[src/design/assert_macros.svh]
// ---------------------------------------------------------------------------
// Assertion macros
// Shared concurrent assertion wrappers for the Fibonacci search table design.
// ---------------------------------------------------------------------------
`ifndef ASSERT_MACROS_SVH
`define ASSERT_MACROS_SVH

// Checked on every rising edge outside reset.
`define FST_ASSERT(lbl, prop, msg) \
  lbl: assert property (@(posedge clk) disable iff (!rst_n) (prop)) else $error(msg);

// Checked on every rising edge, reset included.
`define FST_ASSERT_ALWAYS(lbl, prop, msg) \
  lbl: assert property (@(posedge clk) (prop)) else $error(msg);

`endif

[src/design/fst_pkg.sv]
// ---------------------------------------------------------------------------
// Fibonacci search table package
// Widths, codes, Fibonacci constants and shared types of the search table.
// ---------------------------------------------------------------------------
package fst_pkg;

  // Table geometry.
  localparam int TABLE_DEPTH = 1024;
  localparam int IDX_W       = $clog2(TABLE_DEPTH);
  localparam int LEN_W       = IDX_W + 1;
  localparam int DATA_W      = 32;

  // Fibonacci levels: F(17) = 1597 is the first value at or above the depth.
  localparam int LVL_MAX     = 17;
  localparam int LVL_W       = 5;
  localparam int FIB_W       = 11;

  // Configuration port.
  localparam int CFG_ADDR_W  = 3;
  localparam int CFG_DATA_W  = 32;

  // Item commands.
  localparam logic CMD_WRITE  = 1'b0;
  localparam logic CMD_SEARCH = 1'b1;

  // Register indexes.
  localparam logic [CFG_ADDR_W-3:0] REG_ARRAY_LENGTH = '0;

  // Request from the controller to the table memory.
  typedef struct packed {
    logic              wr_en;
    logic              rd_en;
    logic [IDX_W-1:0]  addr;
    logic [DATA_W-1:0] wr_data;
  } tbl_req_t;

  // One search result.
  typedef struct packed {
    logic             found;
    logic [IDX_W-1:0] position;
  } res_t;

  // Fibonacci number F(k), with F(0) = 0 and F(1) = 1.
  function automatic logic [FIB_W-1:0] fib(input logic [LVL_W-1:0] k);
    logic [FIB_W-1:0] f;
    case (k)
      5'd0:    f = 11'd0;
      5'd1:    f = 11'd1;
      5'd2:    f = 11'd1;
      5'd3:    f = 11'd2;
      5'd4:    f = 11'd3;
      5'd5:    f = 11'd5;
      5'd6:    f = 11'd8;
      5'd7:    f = 11'd13;
      5'd8:    f = 11'd21;
      5'd9:    f = 11'd34;
      5'd10:   f = 11'd55;
      5'd11:   f = 11'd89;
      5'd12:   f = 11'd144;
      5'd13:   f = 11'd233;
      5'd14:   f = 11'd377;
      5'd15:   f = 11'd610;
      5'd16:   f = 11'd987;
      5'd17:   f = 11'd1597;
      default: f = 11'd1597;
    endcase
    return f;
  endfunction

  // Smallest level k >= 2 with F(k) >= n.
  function automatic logic [LVL_W-1:0] fib_level(input logic [LEN_W-1:0] n);
    logic [LVL_W-1:0] lvl;
    lvl = LVL_W'(LVL_MAX);
    for (int k = LVL_MAX; k >= 2; k--) begin
      if (fib(LVL_W'(k)) >= FIB_W'(n)) begin
        lvl = LVL_W'(k);
      end
    end
    return lvl;
  endfunction

endpackage

[src/design/fst_if.sv]
// ---------------------------------------------------------------------------
// Fibonacci search table channels
// Valid/ready channels for command words and result words.
// ---------------------------------------------------------------------------

// Command channel: write an entry or search for a key.
interface fst_in_if;
  logic                        valid;
  logic                        ready;
  logic                        cmd;
  logic [fst_pkg::IDX_W-1:0]   entry_index;
  logic signed [fst_pkg::DATA_W-1:0] data_value;

  modport source (output valid, cmd, entry_index, data_value, input ready);
  modport sink   (input valid, cmd, entry_index, data_value, output ready);
endinterface


[src/design/fst_ctrl.sv]
// ---------------------------------------------------------------------------
// Fibonacci search controller
// Takes command words, writes entries and walks the Fibonacci search
// through the table memory, each probe a read state followed by a compare state.
// ---------------------------------------------------------------------------
module fst_ctrl (
  input  logic                        clk,
  input  logic                        rst_n,
  fst_in_if.sink                      in_ch,
  input  logic [fst_pkg::LEN_W-1:0]   cfg_len,
  output fst_pkg::tbl_req_t           tbl_req,
  input  logic [fst_pkg::DATA_W-1:0]  tbl_rd_data,
  output logic                        res_valid,
  input  logic                        res_ready,
  output fst_pkg::res_t               res
);

  typedef enum logic [2:0] {
    ST_IDLE,
    ST_PROBE,
    ST_COMPARE,
    ST_TAIL,
    ST_TAIL_CMP,
    ST_DONE
  } state_t;

  state_t                       state_r;
  logic [fst_pkg::DATA_W-1:0]   key_r;
  logic [fst_pkg::LEN_W-1:0]    n_r;
  logic [fst_pkg::LVL_W-1:0]    lvl_r;
  logic [fst_pkg::LEN_W-1:0]    o1_r;     // offset plus one
  logic [fst_pkg::IDX_W-1:0]    idx_r;
  logic                         found_r;
  logic [fst_pkg::IDX_W-1:0]    pos_r;

  logic                         accept;
  logic [fst_pkg::LEN_W-1:0]    n_sat;
  logic [fst_pkg::LVL_W-1:0]    start_lvl;
  logic [fst_pkg::LEN_W:0]      probe_sum;
  logic [fst_pkg::LEN_W:0]      probe_max;
  logic [fst_pkg::IDX_W-1:0]    probe_idx;
  logic                         tail_ok;
  logic                         cmp_lt;
  logic                         cmp_eq;
  logic [fst_pkg::LVL_W-1:0]    lvl_nxt;

  assign accept = in_ch.valid && (state_r == ST_IDLE);
  assign in_ch.ready = (state_r == ST_IDLE);

  // Length saturates at the table depth.
  assign n_sat = (cfg_len > fst_pkg::LEN_W'(fst_pkg::TABLE_DEPTH)) ?
                 fst_pkg::LEN_W'(fst_pkg::TABLE_DEPTH) : cfg_len;
  assign start_lvl = fst_pkg::fib_level(n_sat);

  // Probe index is offset + F(k-2), clamped to the last active entry.
  always_comb begin
    probe_sum = {1'b0, o1_r} + {1'b0, fst_pkg::fib(lvl_r - fst_pkg::LVL_W'(2))}
                - (fst_pkg::LEN_W+1)'(1);
    probe_max = {1'b0, n_r} - (fst_pkg::LEN_W+1)'(1);
    if (probe_sum > probe_max) begin
      probe_idx = probe_max[fst_pkg::IDX_W-1:0];
    end else begin
      probe_idx = probe_sum[fst_pkg::IDX_W-1:0];
    end
  end

  // The last compare needs F(k-1) nonzero and offset + 1 inside the length.
  assign tail_ok = (lvl_r >= fst_pkg::LVL_W'(2)) && (o1_r < n_r);

  // Signed compare of the fetched entry against the key.
  assign cmp_lt = $signed(tbl_rd_data) < $signed(key_r);
  assign cmp_eq = tbl_rd_data == key_r;
  assign lvl_nxt = cmp_lt ? (lvl_r - fst_pkg::LVL_W'(1)) : (lvl_r - fst_pkg::LVL_W'(2));

  // Memory requests.
  always_comb begin
    tbl_req = '0;
    case (state_r)
      ST_IDLE: begin
        tbl_req.wr_en   = accept && (in_ch.cmd == fst_pkg::CMD_WRITE);
        tbl_req.addr    = in_ch.entry_index;
        tbl_req.wr_data = in_ch.data_value;
      end
      ST_PROBE: begin
        tbl_req.rd_en = 1'b1;
        tbl_req.addr  = probe_idx;
      end
      ST_TAIL: begin
        tbl_req.rd_en = tail_ok;
        tbl_req.addr  = o1_r[fst_pkg::IDX_W-1:0];
      end
      default: begin
        tbl_req = '0;
      end
    endcase
  end

  // Search sequencer.
  always_ff @(posedge clk) begin
    if (!rst_n) begin
      state_r <= ST_IDLE;
      found_r <= 1'b0;
      pos_r   <= '0;
    end else begin
      case (state_r)
        ST_IDLE: begin
          if (accept && (in_ch.cmd == fst_pkg::CMD_SEARCH)) begin
            key_r   <= in_ch.data_value;
            n_r     <= n_sat;
            lvl_r   <= start_lvl;
            o1_r    <= '0;
            found_r <= 1'b0;
            pos_r   <= '0;
            if (n_sat == '0) begin
              state_r <= ST_DONE;
            end else if (start_lvl >= fst_pkg::LVL_W'(3)) begin
              state_r <= ST_PROBE;
            end else begin
              state_r <= ST_TAIL;
            end
          end
        end
        ST_PROBE: begin
          idx_r   <= probe_idx;
          state_r <= ST_COMPARE;
        end
        ST_COMPARE: begin
          if (cmp_eq) begin
            found_r <= 1'b1;
            pos_r   <= idx_r;
            state_r <= ST_DONE;
          end else begin
            if (cmp_lt) begin
              o1_r <= {1'b0, idx_r} + fst_pkg::LEN_W'(1);
            end
            lvl_r   <= lvl_nxt;
            state_r <= (lvl_nxt >= fst_pkg::LVL_W'(3)) ? ST_PROBE : ST_TAIL;
          end
        end
        ST_TAIL: begin
          state_r <= tail_ok ? ST_TAIL_CMP : ST_DONE;
        end
        ST_TAIL_CMP: begin
          if (cmp_eq) begin
            found_r <= 1'b1;
            pos_r   <= o1_r[fst_pkg::IDX_W-1:0];
          end
          state_r <= ST_DONE;
        end
        ST_DONE: begin
          if (res_ready) begin
            state_r <= ST_IDLE;
          end
        end
        default: begin
          state_r <= ST_IDLE;
        end
      endcase
    end
  end

  assign res_valid    = (state_r == ST_DONE);
  assign res.found    = found_r;
  assign res.position = pos_r;

endmodule

[src/flat_wrapper.sv]
// flat-port wrapper written by rule: the top's interface ports become plain ports
module fst_ctrl_flat 
  (clk, rst_n, cfg_len, tbl_req, tbl_rd_data, res_valid, res_ready, res, in_ch_valid, in_ch_cmd, in_ch_entry_index, in_ch_data_value, in_ch_ready);
  fst_in_if in_ch_i ();
  input  logic clk;
  input  logic rst_n;
  input  logic [fst_pkg::LEN_W-1:0] cfg_len;
  output fst_pkg::tbl_req_t tbl_req;
  input  logic [fst_pkg::DATA_W-1:0] tbl_rd_data;
  output logic res_valid;
  input  logic res_ready;
  output fst_pkg::res_t res;
  input wire logic [$bits(in_ch_i.valid)-1:0] in_ch_valid;
  input wire logic [$bits(in_ch_i.cmd)-1:0] in_ch_cmd;
  input wire logic [$bits(in_ch_i.entry_index)-1:0] in_ch_entry_index;
  input wire logic [$bits(in_ch_i.data_value)-1:0] in_ch_data_value;
  output wire logic [$bits(in_ch_i.ready)-1:0] in_ch_ready;
  assign in_ch_i.valid = in_ch_valid;
  assign in_ch_i.cmd = in_ch_cmd;
  assign in_ch_i.entry_index = in_ch_entry_index;
  assign in_ch_i.data_value = in_ch_data_value;
  assign in_ch_ready = in_ch_i.ready;
  fst_ctrl u_core (.clk(clk), .rst_n(rst_n), .in_ch(in_ch_i), .cfg_len(cfg_len), .tbl_req(tbl_req), .tbl_rd_data(tbl_rd_data), .res_valid(res_valid), .res_ready(res_ready), .res(res));
endmodule
[config.mk]
export PLATFORM = sky130hd
export DESIGN_NAME = fst_ctrl_flat
export DESIGN_NICKNAME = d
export VERILOG_FILES = /design/src/design/assert_macros.svh /design/src/design/fst_pkg.sv /design/src/design/fst_if.sv /design/src/design/fst_ctrl.sv /design/src/flat_wrapper.sv
export SDC_FILE = /design/constraint.sdc
export NUM_CORES = 1
export LEC_CHECK = 0
export CAP_MARGIN = 20
export CORE_ASPECT_RATIO = 1.5
export CORE_MARGIN = 2
export CORE_UTILIZATION = 35
export CTS_CLUSTER_DIAMETER = 200
export DETAILED_ROUTE_END_ITERATION = 10
export DONT_BUFFER_PORTS = 1
export HOLD_SLACK_MARGIN = 0.12
export RECOVER_POWER = 50
export SLEW_MARGIN = 25
export SYNTH_ARGS = -nofsm -noshare
export SYNTH_HDL_FRONTEND = slang
export SYNTH_SLANG_ARGS = --single-unit
[constraint.sdc]
create_clock -name clk -period 7.75 [get_ports clk]
set_input_delay 0.3875 -clock clk [delete_from_list [all_inputs] [get_ports clk]]
set_output_delay 0.3875 -clock clk [all_outputs]
set_load 0.02 [all_outputs]
==> results of run 1 <==
==> worst min-delay path by stage <==
stage,startpoint,endpoint,slack [ns],cells after the start
after floorplan,u_core.found_r,u_core.found_r,0.45,2
after global placement,in_ch_data_value[12],u_core.key_r[12],0.49,0
after detailed placement,in_ch_data_value[6],u_core.key_r[6],0.49,0
after CTS,in_ch_data_value[19],u_core.key_r[19],0.13,0
after global routing,in_ch_data_value[13],u_core.key_r[13],0.12,0
final,in_ch_data_value[13],u_core.key_r[13],0.14,0
==> cell families after synthesis <==
kind of cell    after synthesis  synth area share
xor+xnor                     33           0.04268
mux                          18           0.02734
buf+inv                     126           0.07149
fa+ha+maj                    86            0.1600
simple gates                263            0.1984
compound gates              155            0.1528
flops                        83            0.3473
==> flip-flops by register name, summed over array words and instances, names as in the netlist <==
register,cells
u_core.key_r,32
u_core.n_r,11
u_core.o1_r,11
u_core.idx_r,10
u_core.pos_r,10
u_core.lvl_r,5
u_core.state_r,3
u_core.found_r,1
==> power breakdown <==
part           switching, mW  internal (mW)
sequential            0.0172          0.508
clock                  0.197          0.221
combinational          0.244          0.152
==> layout by cell type (no fill, tap or decap), types with 10 or more instances in the layout <==
cell / instances
sky130_fd_sc_hd__a21o_1: 15
sky130_fd_sc_hd__a21oi_1: 47
sky130_fd_sc_hd__a22oi_1: 13
sky130_fd_sc_hd__a31oi_1: 15
sky130_fd_sc_hd__and2_0: 10
sky130_fd_sc_hd__and2_1: 25
sky130_fd_sc_hd__dfxtp_1: 13
sky130_fd_sc_hd__edfxtp_1: 69
sky130_fd_sc_hd__ha_1: 85
sky130_fd_sc_hd__inv_1: 95
sky130_fd_sc_hd__mux2i_1: 16
sky130_fd_sc_hd__nand2_1: 60
sky130_fd_sc_hd__nand3_1: 13
sky130_fd_sc_hd__nor2_1: 60
sky130_fd_sc_hd__nor2b_1: 29
sky130_fd_sc_hd__nor3_1: 24
sky130_fd_sc_hd__o21ai_0: 17
sky130_fd_sc_hd__xnor2_1: 26
==> area by class of cell <==
cell class,instances,share of cell area
clock buffers,10,0.03149
clock inverters,6,0.006538
inverters,96,0.04955
multi-input cells,555,0.5396
flip-flops and latches,83,0.3236
well taps,256,0.04405
repair buffers,5,0.005162
==> per-layer routing <==
metal,global-route usage,share of wire,routed length (µm),up-vias
met3,0.03445,0.054,967,44
li1,-,-,-,2659
met5,0,0,0,-
met1,0.1968,0.39,6994,2468
met2,0.3136,0.51,9088,152
met4,0.1009,0.050,896,0
==> critical path, stage by stage (launching register included) <==
cell and delay (ns):
sky130_fd_sc_hd__edfxtp_1 0.48, sky130_fd_sc_hd__inv_1 0.16, sky130_fd_sc_hd__ha_1 0.52, sky130_fd_sc_hd__clkinv_1 0.33, sky130_fd_sc_hd__xnor2_1 0.24, sky130_fd_sc_hd__nand2_1 0.07, sky130_fd_sc_hd__a21oi_1 0.15, sky130_fd_sc_hd__a21oi_1 0.06
sky130_fd_sc_hd__ha_1 0.29, sky130_fd_sc_hd__inv_1 0.04, sky130_fd_sc_hd__ha_1 0.22, sky130_fd_sc_hd__fa_1 0.41, sky130_fd_sc_hd__a21o_1 0.20, sky130_fd_sc_hd__a21oi_1 0.20, sky130_fd_sc_hd__o21ai_0 0.18, sky130_fd_sc_hd__o41ai_2 0.31
sky130_fd_sc_hd__o21bai_1 0.10, sky130_fd_sc_hd__a21oi_1 0.19, sky130_fd_sc_hd__xnor2_1 0.09, sky130_fd_sc_hd__ha_1 0.30, sky130_fd_sc_hd__nand4_1 0.14, sky130_fd_sc_hd__or2_2 0.32, sky130_fd_sc_hd__a31oi_1 0.17, sky130_fd_sc_hd__buf_4 0.24
sky130_fd_sc_hd__nand2b_1 0.10, sky130_fd_sc_hd__a311oi_1 0.38, sky130_fd_sc_hd__buf_4 0.22
==> stage by stage <==
step / instance area (µm²) / cells
2_1_floorplan: 6773 / 764
6_report: 7272 / 1011
3_5_place_dp: 7013 / 995
3_3_place_gp: 7013 / 995
5_1_grt: 7272 / 1011
4_1_cts: 7289 / 1011
==> run summary, run 1 <==
In this run the horizontal extent of the chip is 117.6 µm. The core outline area came out at approximately 19,000 µm². The chip height came out at between 150 and 200 µm.

The post-CTS setup buffer count is 0. The worst-case reg-to-reg path depth came out at 24. The number of antenna violations at the first check in global routing came out at 0. After detailed routing, the number of remaining DRC violations is 0. The cell leakage power came out at between 3 and 4 nW. Final hold analysis gives a worst-case slack of approximately 0.14 ns. The startpoint identified for the worst register-to-register timing path is u_core.lvl_r[1]. Derived from the worst setup path, the maximum achievable clock frequency is approximately 150 MHz. The transition at the pin with the smallest max-transition slack is 2.015 ns. For this configuration, the core starts out at a cell density of 0.3549.

The count of buffers added on input and output ports is 0. Of the post-synthesis cell area, the dominant cell type holds 0.3059. The first global-routing pass estimated 28.38 mm of wire. The final route contains ~5,300 vias. Setup repair after global routing left no endpoint under its margin. The final wirelength is ~18 mm. The critical path ends at tbl_req[39]. The kind of critical path is register to output port. The number of library cell types mapped by synthesis came out at 67.

The weighted congestion at the end of routability-driven global placement is between 0.8 and 0.9. The reg2reg setup slack came out at between 1.5 and 2 ns. The overall power consumption came out at around 1.3 mW. Registers take 2354 µm². The worst-case vdd ir drop is 110.5 µV.

The number of synthesized register bits came out at slightly above 80. The number of slew-limit violations in the final report was between 40 and 50. The detailed router's first-iteration violation count came out at about 350. The clock insertion delay at the later pin of the skew report came out at 0.34 ns. The synthesized design spends more area on one cell type than any other, namely sky130_fd_sc_hd__edfxtp_1. The total congestion overflow after global routing is 0. The critical path starts at u_core.lvl_r[1]. The number of setup violations in the final report came out at 0. For this design, the CTS-stage hold fixing added 0 buffers. The worst setup path is launched from a register. TritonCTS built the clock tree. The standard-cell row count came out at 62. The kind of capture point of the worst setup path is an output port. In the final layout, the share of cells above drive strength 1 is 0.04106. The most frequently used flop master after synthesis is sky130_fd_sc_hd__edfxtp_1.

The clock edge transition at the registers on the reported setup and hold paths is about 0.070 ns. The synthesized area divided by synthesized cell count is approximately 9 µm². The post-synthesis cell area is roughly 6800 µm².

By count the netlist is led by 95 x sky130_fd_sc_hd__inv_1, 85 x sky130_fd_sc_hd__ha_1, 69 x sky130_fd_sc_hd__edfxtp_1, 60 x sky130_fd_sc_hd__nand2_1, 60 x sky130_fd_sc_hd__nor2_1. In the finished design, the share of the clock period the worst path needs comes to 0.8779. By area the synthesized netlist is led by sky130_fd_sc_hd__edfxtp_1 31%, sky130_fd_sc_hd__ha_1 16%, sky130_fd_sc_hd__inv_1 5.3%, sky130_fd_sc_hd__dfxtp_1 4.1%, sky130_fd_sc_hd__a21oi_1 3.5%.

The longest clock path from root to sink contains 2 buffers. Fill cells in the final layout number about 2,000. Clock tree synthesis selected as its root buffer the cell sky130_fd_sc_hd__clkbuf_16.

The number of failing hold endpoints at the final stage is 0. The required time of the critical path is approximately 7.4 ns. The final sum of negative setup slack came out at 0 ns.

The final reports fail on max-capacitance violations, max-slew violations. The via count of the first global-routing pass is about 5,400. The pin count of the biggest net entering global routing is 44. The number of nets with antenna violations after routing is 0. The path class of the tightest hold or removal check is input pin to register. Measured against its own limit, the worst slew margin works out to -0.3431. The post-synthesis net count came out at 940. CTS built an H-tree with a depth of 3. The full die area came out at between 20,000 and 25,000 µm². In the global route stage, overall resource usage came out at 0.1768.

The TritonCTS buffer count came out at 9. Counting I/O delays and the setup requirement, the final critical path takes a little under 7 ns. The most repeated cell in the gate-level netlist after synthesis is sky130_fd_sc_hd__inv_1. In the routed layout, each cell is associated on average with a via count of between 5 and 6. The mean routed wirelength per cell came out at ~18 µm. The final setup skew is around 0.0096 ns. The number of instances resized during post-cts repair is 0. In this run the worst path has a maximum fanout of 14. The number of maximum-capacitance violations came out at 2.

Counting flops with an async set or reset pin after synthesis yields a share of 0. The minimum setup slack in the final design came out at about 0.95 ns. The number of iterations in the first detailed-routing pass is 4. The area growth from synthesis to layout came out at 7.371%.

The arrival time at the worst endpoint came out at around 6.4 ns. The number of antenna diodes in the final layout is 0. The flow ran to the end, but the final reports show violations. The number of clock sinks came out at between 80 and 90.

The gate count after technology mapping came out at 764. The multi-input combinational cell area is between 3000 and 4000 µm². The endpoint of the most critical register-to-register path is u_core.idx_r[2]. The final cell utilization of the core came out at 0.3811. The worst slack at placement is around 1.4 ns. Yosys mapped a number of flops with a built-in enable equal to 69.

The number of placed I/O pins came out at 147. The HPWL after detailed placement is 14.46 mm. The sequential element share of the synthesized area is 0.3473. The total power per unit cell area came out at between 150 and 200 nW/µm². The number of nets in the final layout came out at roughly 930. During synthesis, Yosys emitted a total of 0 warnings.
No activity file was read; power rests on OpenSTA's default activity.
==> run 2, diff against run 1 <==
--- a/config.mk
+++ b/config.mk
@@ -12,7 +12,9 @@
 export CTS_CLUSTER_DIAMETER = 200
 export DETAILED_ROUTE_END_ITERATION = 10
 export DONT_BUFFER_PORTS = 1
+export GPL_ROUTABILITY_DRIVEN = 0
 export HOLD_SLACK_MARGIN = 0.12
+export PLACE_DENSITY = 0.57
 export RECOVER_POWER = 50
 export SLEW_MARGIN = 25
 export SYNTH_ARGS = -nofsm -noshare
==> run 2 against run 1 <==
Routed wire length shrank 0.40%; global-route usage shrank 0.096 points; die area is the same; largest cell class unchanged; non-clock buffer count grew 34; power grew 7.6%; the run still ends with max-capacitance violations, max-slew violations left; first-iteration DRC count shrank 17%.
==> run summary, run 2 (same netlist as run 1, synthesis figures left out) <==
The pin count of the biggest net entering global routing was 44 (unchanged). The wire length on met3 came to 937 µm (-3.1%). The TritonCTS buffer count came out at 9 (unchanged). The reg2reg setup slack came out at 1.73 ns (-0.03 ns). The worst-case vdd ir drop is 104.5 µV (-5.4%). The highest layer touched by signal routing is met4. The ratio of routed vias to standard cells came out at 5.237 (-0.53%). The number of diodes came out at 0 (unchanged). The standard cell with the maximum stage delay on the critical path is sky130_fd_sc_hd__ha_1.

The cell leakage power is 3.197 nW (+5.5%). The horizontal die dimension is 117.6 µm (unchanged). The checks that failed: max-capacitance violations, max-slew violations. The worst-case reg-to-reg path depth is 24 (unchanged). Leaving out fill and tap cells, the most frequent cells in the layout are 95 x sky130_fd_sc_hd__inv_1, 85 x sky130_fd_sc_hd__ha_1, 69 x sky130_fd_sc_hd__edfxtp_1. The number of placed I/O pins is 147 (unchanged).

The mean routed wirelength per cell is 17.11 µm (-3.6%). The number of setup violations in the final report came out at 0 (unchanged). TritonCTS built the clock tree.

The full die area is 20,500 µm² (unchanged). The chip height is 174.4 µm (unchanged). The met1 wire length came out at 7.082 mm (+1.3%).

The overall power consumption was 1.441 mW (+7.6%). The share of post-route cells with drive strength above 1 came out at 0.04056 (-0.0005019). The post-route DRC violation count is 0 (unchanged). The final wirelength is 17.88 mm (-0.40%). The transition at the pin with the smallest max-transition slack came out at 1.684 ns (-0.3306 ns).

The number of maximum-capacitance violations came out at 1 (-1). The worst setup path is launched from a register. The number of nets with antenna violations after routing came to 0 (unchanged). The routed wire length on met2 was 9.141 mm (+0.58%). The area growth from synthesis to layout came out at 13.45%.

The final cell utilization of the core came to 0.4026 (+0.02157). The number of nets in the final layout is 960 (+3.7%). The starting utilization of the core area is 0.3549 (unchanged). The final setup skew came out at 0.008562 ns (-0.001001 ns).

The number of antenna violations at the first check in global routing is 0 (unchanged). Setup repair after global routing left no endpoint under its margin. The number of iterations in the first detailed-routing pass came to 5 (+1). The worst setup path is captured at an output port. The count of input and output buffers was 0 (unchanged). The top fanout value on the critical path was 14 (unchanged).

The startpoint identified for the worst hold timing path is rst_n. The library cell used most frequently in the layout, excluding fill and tap cells, is sky130_fd_sc_hd__inv_1. The post-CTS setup buffer count came to 0 (unchanged). The worst setup path is of the register to output port kind.

The via count of the first global-routing pass is 5,345 (-0.21%). The buffer levels on the longest clock path is 2 (unchanged). The normalized max-slew margin came out at -0.1313 (+0.2118).

The number of slew-limit violations in the final report is 22 (-51%). The required time of the critical path is 7.36 ns (about the same). The final cycle utilization of the critical path came out at 0.8742 (-0.003605). The total power per unit cell area came to 187.6 nW/µm² (+1.8%).

The maximum clock rate came out at 147.6 MHz (+0.41%). The core outline area is 19,080 µm² (unchanged). The number of instances resized during post-cts repair was 0 (unchanged). The number of flip-flops in the largest register is 32 (unchanged). The register containing the most flip-flops in the final layout is u_core.key_r. The arrival time at the worst endpoint is 6.39 ns (-0.03 ns). The tree is rooted in a sky130_fd_sc_hd__clkbuf_16.

The first-pass GRT wire length is 28.15 mm (-0.80%). The number of failing hold endpoints at the final stage is 0 (unchanged). The clock edge transition at the registers on the reported setup and hold paths came out at 0.07 ns (about the same). The endpoint of the worst hold path is u_core.found_r. The via count of the routed design is 5,473 (+2.8%).

The type of the tightest min-delay check is input pin to register. The clock period minus worst slack is 6.775 ns (-0.02794 ns). The number of clock sinks came out at 83 (unchanged). The aggregate global-route resource usage came out at 0.1759 (-0.0009574). The number of H-tree branching levels is 3 (unchanged). The maximum cell stage delay along the critical path is 0.50 ns (-0.02 ns).

The standard-cell row count is 62 (unchanged). The clock insertion delay at the later pin of the skew report came to 0.35 ns (about the same). In the final layout, the registers with the most flip-flops are u_core.key_r (32), u_core.n_r (11), u_core.o1_r (11). The HPWL after detailed placement is 14.21 mm (-1.7%). The detailed router's first-iteration violation count is 289 (-17%). The total of hold buffers inserted after clock tree synthesis came out at 20 (+20). The worst register-to-register path ends at u_core.idx_r[2]. The final sum of negative setup slack is 0 ns (unchanged).

The total congestion overflow after global routing came out at 0 (unchanged). The flow ran to the end, but the final reports show violations. The hold-critical path depth came out at 2 (+2). The start of the worst register-to-register path is u_core.lvl_r[1].
-- run 2: changes by cell type in the layout (fill, tap and decap cells not counted), sizes merged --
cell         delta
bufinv          +3
dlygate4sd3    +33
inv             -2
-- run 2: per-layer routing --
| metal | vias to the layer above | track usage |
|---|---|---|
| li1 | 2726 | - |
| met1 | 2565 | 0.1937 |
| met2 | 150 | 0.3146 |
| met3 | 32 | 0.04429 |
| met4 | 0 | 0.08434 |
| met5 | - | 0 |
-- run 2: how the worst max path moves through the flow --
stage                    start     endpoint  slack (ns)  cells past startpoint
6_report       u_core.lvl_r[1]  tbl_req[39]        0.97                     26
4_1_cts        u_core.lvl_r[1]  tbl_req[39]        1.04                     26
3_5_place_dp   u_core.lvl_r[1]  tbl_req[39]        1.44                     26
5_1_grt        u_core.lvl_r[1]  tbl_req[38]        0.49                     26
2_1_floorplan  u_core.lvl_r[1]  tbl_req[41]        1.96                     24
3_3_place_gp   u_core.lvl_r[1]  tbl_req[39]        1.58                     26
-- run 2: final cells by class --
type                       count  area [µm²]
tap                          256       320.3
multi-input combinational    555        3929
inverter                      96       360.3
clock inverter                 7       125.1
fill                        1946       11400
sequential                    83        2352
clock buffer                   9       225.2
timing repair buffer          39       371.6
-- run 2: power by group --
group | leakage, nW | internal, mW | switching [mW]
Clock | 0.164 | 0.318 | 0.192
Sequential | 0.746 | 0.507 | 0.0161
Combinational | 2.29 | 0.162 | 0.246
Total | 3.20 | 0.987 | 0.454
-- run 2: metrics by stage --
| stage | std cells | hold WS (ns) | cell area [µm²] | worst slack, ns |
|---|---|---|---|---|
| after CTS | 1032 | 0.1201 | 7571 | 1.045 |
| after global routing | 1045 | 0.1526 | 7684 | 0.4945 |
| after floorplan | 764 | 0.4533 | 6773 | 1.960 |
| final | 1045 | 0.1552 | 7684 | 0.9746 |
| after detailed placement | 996 | 0.4864 | 7020 | 1.440 |
| after global placement | 996 | 0.4864 | 7020 | 1.582 |
-- run 2: worst max-delay path, delay by kind of cell, from the launching register on --
family	cells	cell delay, ns
AO/OA/AOI/OAI	10	1.87
AND/OR/NAND/NOR	4	0.64
buffers and inverters	5	0.97
XOR/XNOR	2	0.34
flip-flops	1	0.49
adder cells (fa/ha/maj)	5	1.72
==> run 3, diff against run 2 <==
--- a/config.mk
+++ b/config.mk
@@ -8,13 +8,14 @@
 export CAP_MARGIN = 20
 export CORE_ASPECT_RATIO = 1.5
 export CORE_MARGIN = 2
-export CORE_UTILIZATION = 35
+export CORE_UTILIZATION = 55
 export CTS_CLUSTER_DIAMETER = 200
 export DETAILED_ROUTE_END_ITERATION = 10
 export DONT_BUFFER_PORTS = 1
 export GPL_ROUTABILITY_DRIVEN = 0
+export GPL_TIMING_DRIVEN = 0
 export HOLD_SLACK_MARGIN = 0.12
-export PLACE_DENSITY = 0.57
+export PLACE_DENSITY = 0.78
 export RECOVER_POWER = 50
 export SLEW_MARGIN = 25
 export SYNTH_ARGS = -nofsm -noshare
==> run 3 against run 2 <==
The flow now finishes without violations; first-iteration DRC count grew 41%; cell count down 11%; clock-buffer cell count unchanged; critical path type unchanged; largest cell class unchanged; largest power group unchanged; highest routed layer is now met5.
==> run summary, run 3 (same netlist as run 1, synthesis figures left out) <==
The standard-cell row count came out at 49 (-21%). The via count of the first global-routing pass came out at 5,709 (+6.8%). The number of nets in the final layout came out at 952 (-0.83%). Setup repair after global routing left no endpoint under its margin.

The peak-usage layer in the global routing report is met2. The TritonCTS buffer count came out at 9 (unchanged). The met3 track demand over resource in global routing is 0.04626 (+0.001970). The arrival time at the worst endpoint is 7.09 ns (+0.70 ns). The share of post-route cells with drive strength above 1 was 0.04481 (+0.004257). The number of filler instances in the final layout was 995 (-49%). The final cycle utilization of the critical path came out at 0.9651 (+0.09084). The routing usage on met2 is 0.4718 (+0.1572). The horizontal die dimension was 94.61 µm (-20%).

The first-pass GRT wire length is 26.85 mm (-4.6%). The cell leakage power came to 3.090 nW (-3.4%). The clock edge transition at the registers on the reported setup and hold paths is 0.07 ns (about the same).

The worst-case vdd ir drop is 90.42 µV (-13%). The top fanout value on the critical path is 10 (-4). The number of H-tree branching levels is 3 (unchanged). The number of diodes came out at 0 (unchanged).

The critical path in this run is classified as register to output port. The final setup skew came out at 0.009706 ns (+0.001145 ns). The type of the tightest min-delay check is input pin to register. The library cell used most frequently in the layout, excluding fill and tap cells, is sky130_fd_sc_hd__inv_1. The HPWL after detailed placement came out at 13.87 mm (-2.4%).

The via count of the routed design came out at 5,785 (+5.7%). The normalized max-slew margin is 0.2371 (+0.3684). The total congestion overflow after global routing is 0 (unchanged). The number of flip-flops in the largest register was 32 (unchanged).

The minimum setup slack in the final design came to 0.2706 ns (-0.7040 ns). The number of antenna violations at the first check in global routing is 1 (+1). The ratio of routed vias to standard cells came to 6.194 (+18%).

The clock tree from TritonCTS is done. The total power per unit cell area is 185.0 nW/µm² (-1.4%). The pin count of the biggest net entering global routing was 23 (-48%). The maximum clock rate is 133.7 MHz (-9.4%). The number of placed I/O pins came out at 147 (unchanged). The chip height was 139.9 µm (-20%).

The post-route DRC violation count came out at 0 (unchanged). The flow ran to the end, and the final reports show no timing, DRC or antenna violations. The clock period minus worst slack is 7.479 ns (+0.7040 ns). The kind of capture point of the worst setup path is an output port. The worst setup path is launched from a register. The final sum of negative setup slack came out at 0 ns (unchanged).

The starting utilization of the core area came out at 0.5636 (+0.2087). Leaving out fill and tap cells, the most frequent cells in the layout are 95 x sky130_fd_sc_hd__inv_1, 85 x sky130_fd_sc_hd__ha_1, 69 x sky130_fd_sc_hd__edfxtp_1. The count of input and output buffers came to 0 (unchanged). The number of slew-limit violations in the final report came out at 0 (-100%). Among all stages on the critical path, the largest delay is contributed by sky130_fd_sc_hd__a311oi_1. The number of nets with antenna violations after routing came out at 0 (unchanged).

The maximum cell stage delay along the critical path came out at 0.89 ns (+0.39 ns). The transition at the pin with the smallest max-transition slack was 1.136 ns (-0.5483 ns). The mean routed wirelength per cell is 18.39 µm (+7.5%). The clock insertion delay at the later pin of the skew report came to 0.35 ns (about the same).

The total of hold buffers inserted after clock tree synthesis is 0 (-100%). The cell sitting at the root of the clock tree is a sky130_fd_sc_hd__clkbuf_16. The aggregate global-route resource usage came out at 0.2603 (+0.08440). The final wirelength is 17.17 mm (-3.9%).

The worst slack at placement is 0.6476 ns (-0.7925 ns). The core outline area was 12,020 µm² (-37%). The detailed router's first-iteration violation count came out at 408 (+41%). The dominant cell type by count on the critical path is sky130_fd_sc_hd__ha_1. The number of setup violations in the final report was 0 (unchanged).

The number of clock sinks came to 83 (unchanged). The met1 capacity usage during global routing was 0.2672 (+0.07345). The buffer levels on the longest clock path is 2 (unchanged). The number of iterations in the first detailed-routing pass came out at 5 (unchanged).

The number of maximum-capacitance violations is 0 (-1). The full die area is 13,240 µm² (-35%). The number of failing hold endpoints at the final stage is 0 (unchanged). The final cell utilization of the core came out at 0.6065 (+0.2039). The required time of the critical path is 7.36 ns (about the same). The largest registers in the layout are u_core.key_r (32), u_core.n_r (11), u_core.o1_r (11). From synthesis to final layout, the design area changed by 7.611%. Ranked by flip-flop count, first place goes to u_core.key_r.
[run 3: cell type report]
class,instances,area (µm²),area share
plain buffers,30,120.1,0.01648
clock buffers,9,225.2,0.03090
clock inverters,7,58.81,0.008069
inverters,96,360.3,0.04944
multi-input cells,555,3953,0.5423
flip-flops and latches,83,2352,0.3227
well taps,153,191.4,0.02627
repair buffers,1,27.53,0.003777
[run 3: stage by stage]
stage	cells	cell area (µm²)	hold WS, ns	power (mW)
floorplan	764	6773	0.4533	0.8432
global placement	917	6964	0.4743	0.9103
detailed placement	918	6998	0.4864	0.9291
CTS	934	7282	0.1275	1.341
global route	934	7288	0.1260	1.414
finish	934	7288	0.1276	1.348
[run 3: worst paths after layout]
check | start | end | slack, ns | depth (start not counted)
max reg2reg | u_core.lvl_r[1] | u_core.idx_r[4] | 1.18 | 23
min reg2reg | u_core.found_r | u_core.found_r | 0.55 | 2
max | u_core.lvl_r[1] | tbl_req[38] | 0.27 | 25
min | in_ch_data_value[0] | u_core.key_r[0] | 0.13 | 0
[run 3: repair_timing]
action	CTS	global route
setup endpoints to repair	0	9
resized for setup	0	3
setup buffers	0	0
[run 3: layer usage]
metal,wire length [µm],part of all wire
met1,5778,0.34
met2,9005,0.52
met3,1419,0.083
met4,962,0.056
met5,8,0.00047
[run 3: critical path: cells and delay by family (launching register included)]
family                     cells  cell delay (ns)
DFF                            1             0.52
and+or+nand+nor                5             0.72
adders and majority gates      5             1.42
AOI/OAI and AO/OA             10             2.99
buffers and inverters          3             0.52
xor gates and xnor gates       2             0.53
[run 3: where the power goes]
part	internal [mW]	switching, mW
clock network	0.223	0.192
registers	0.508	0.0114
logic	0.154	0.260
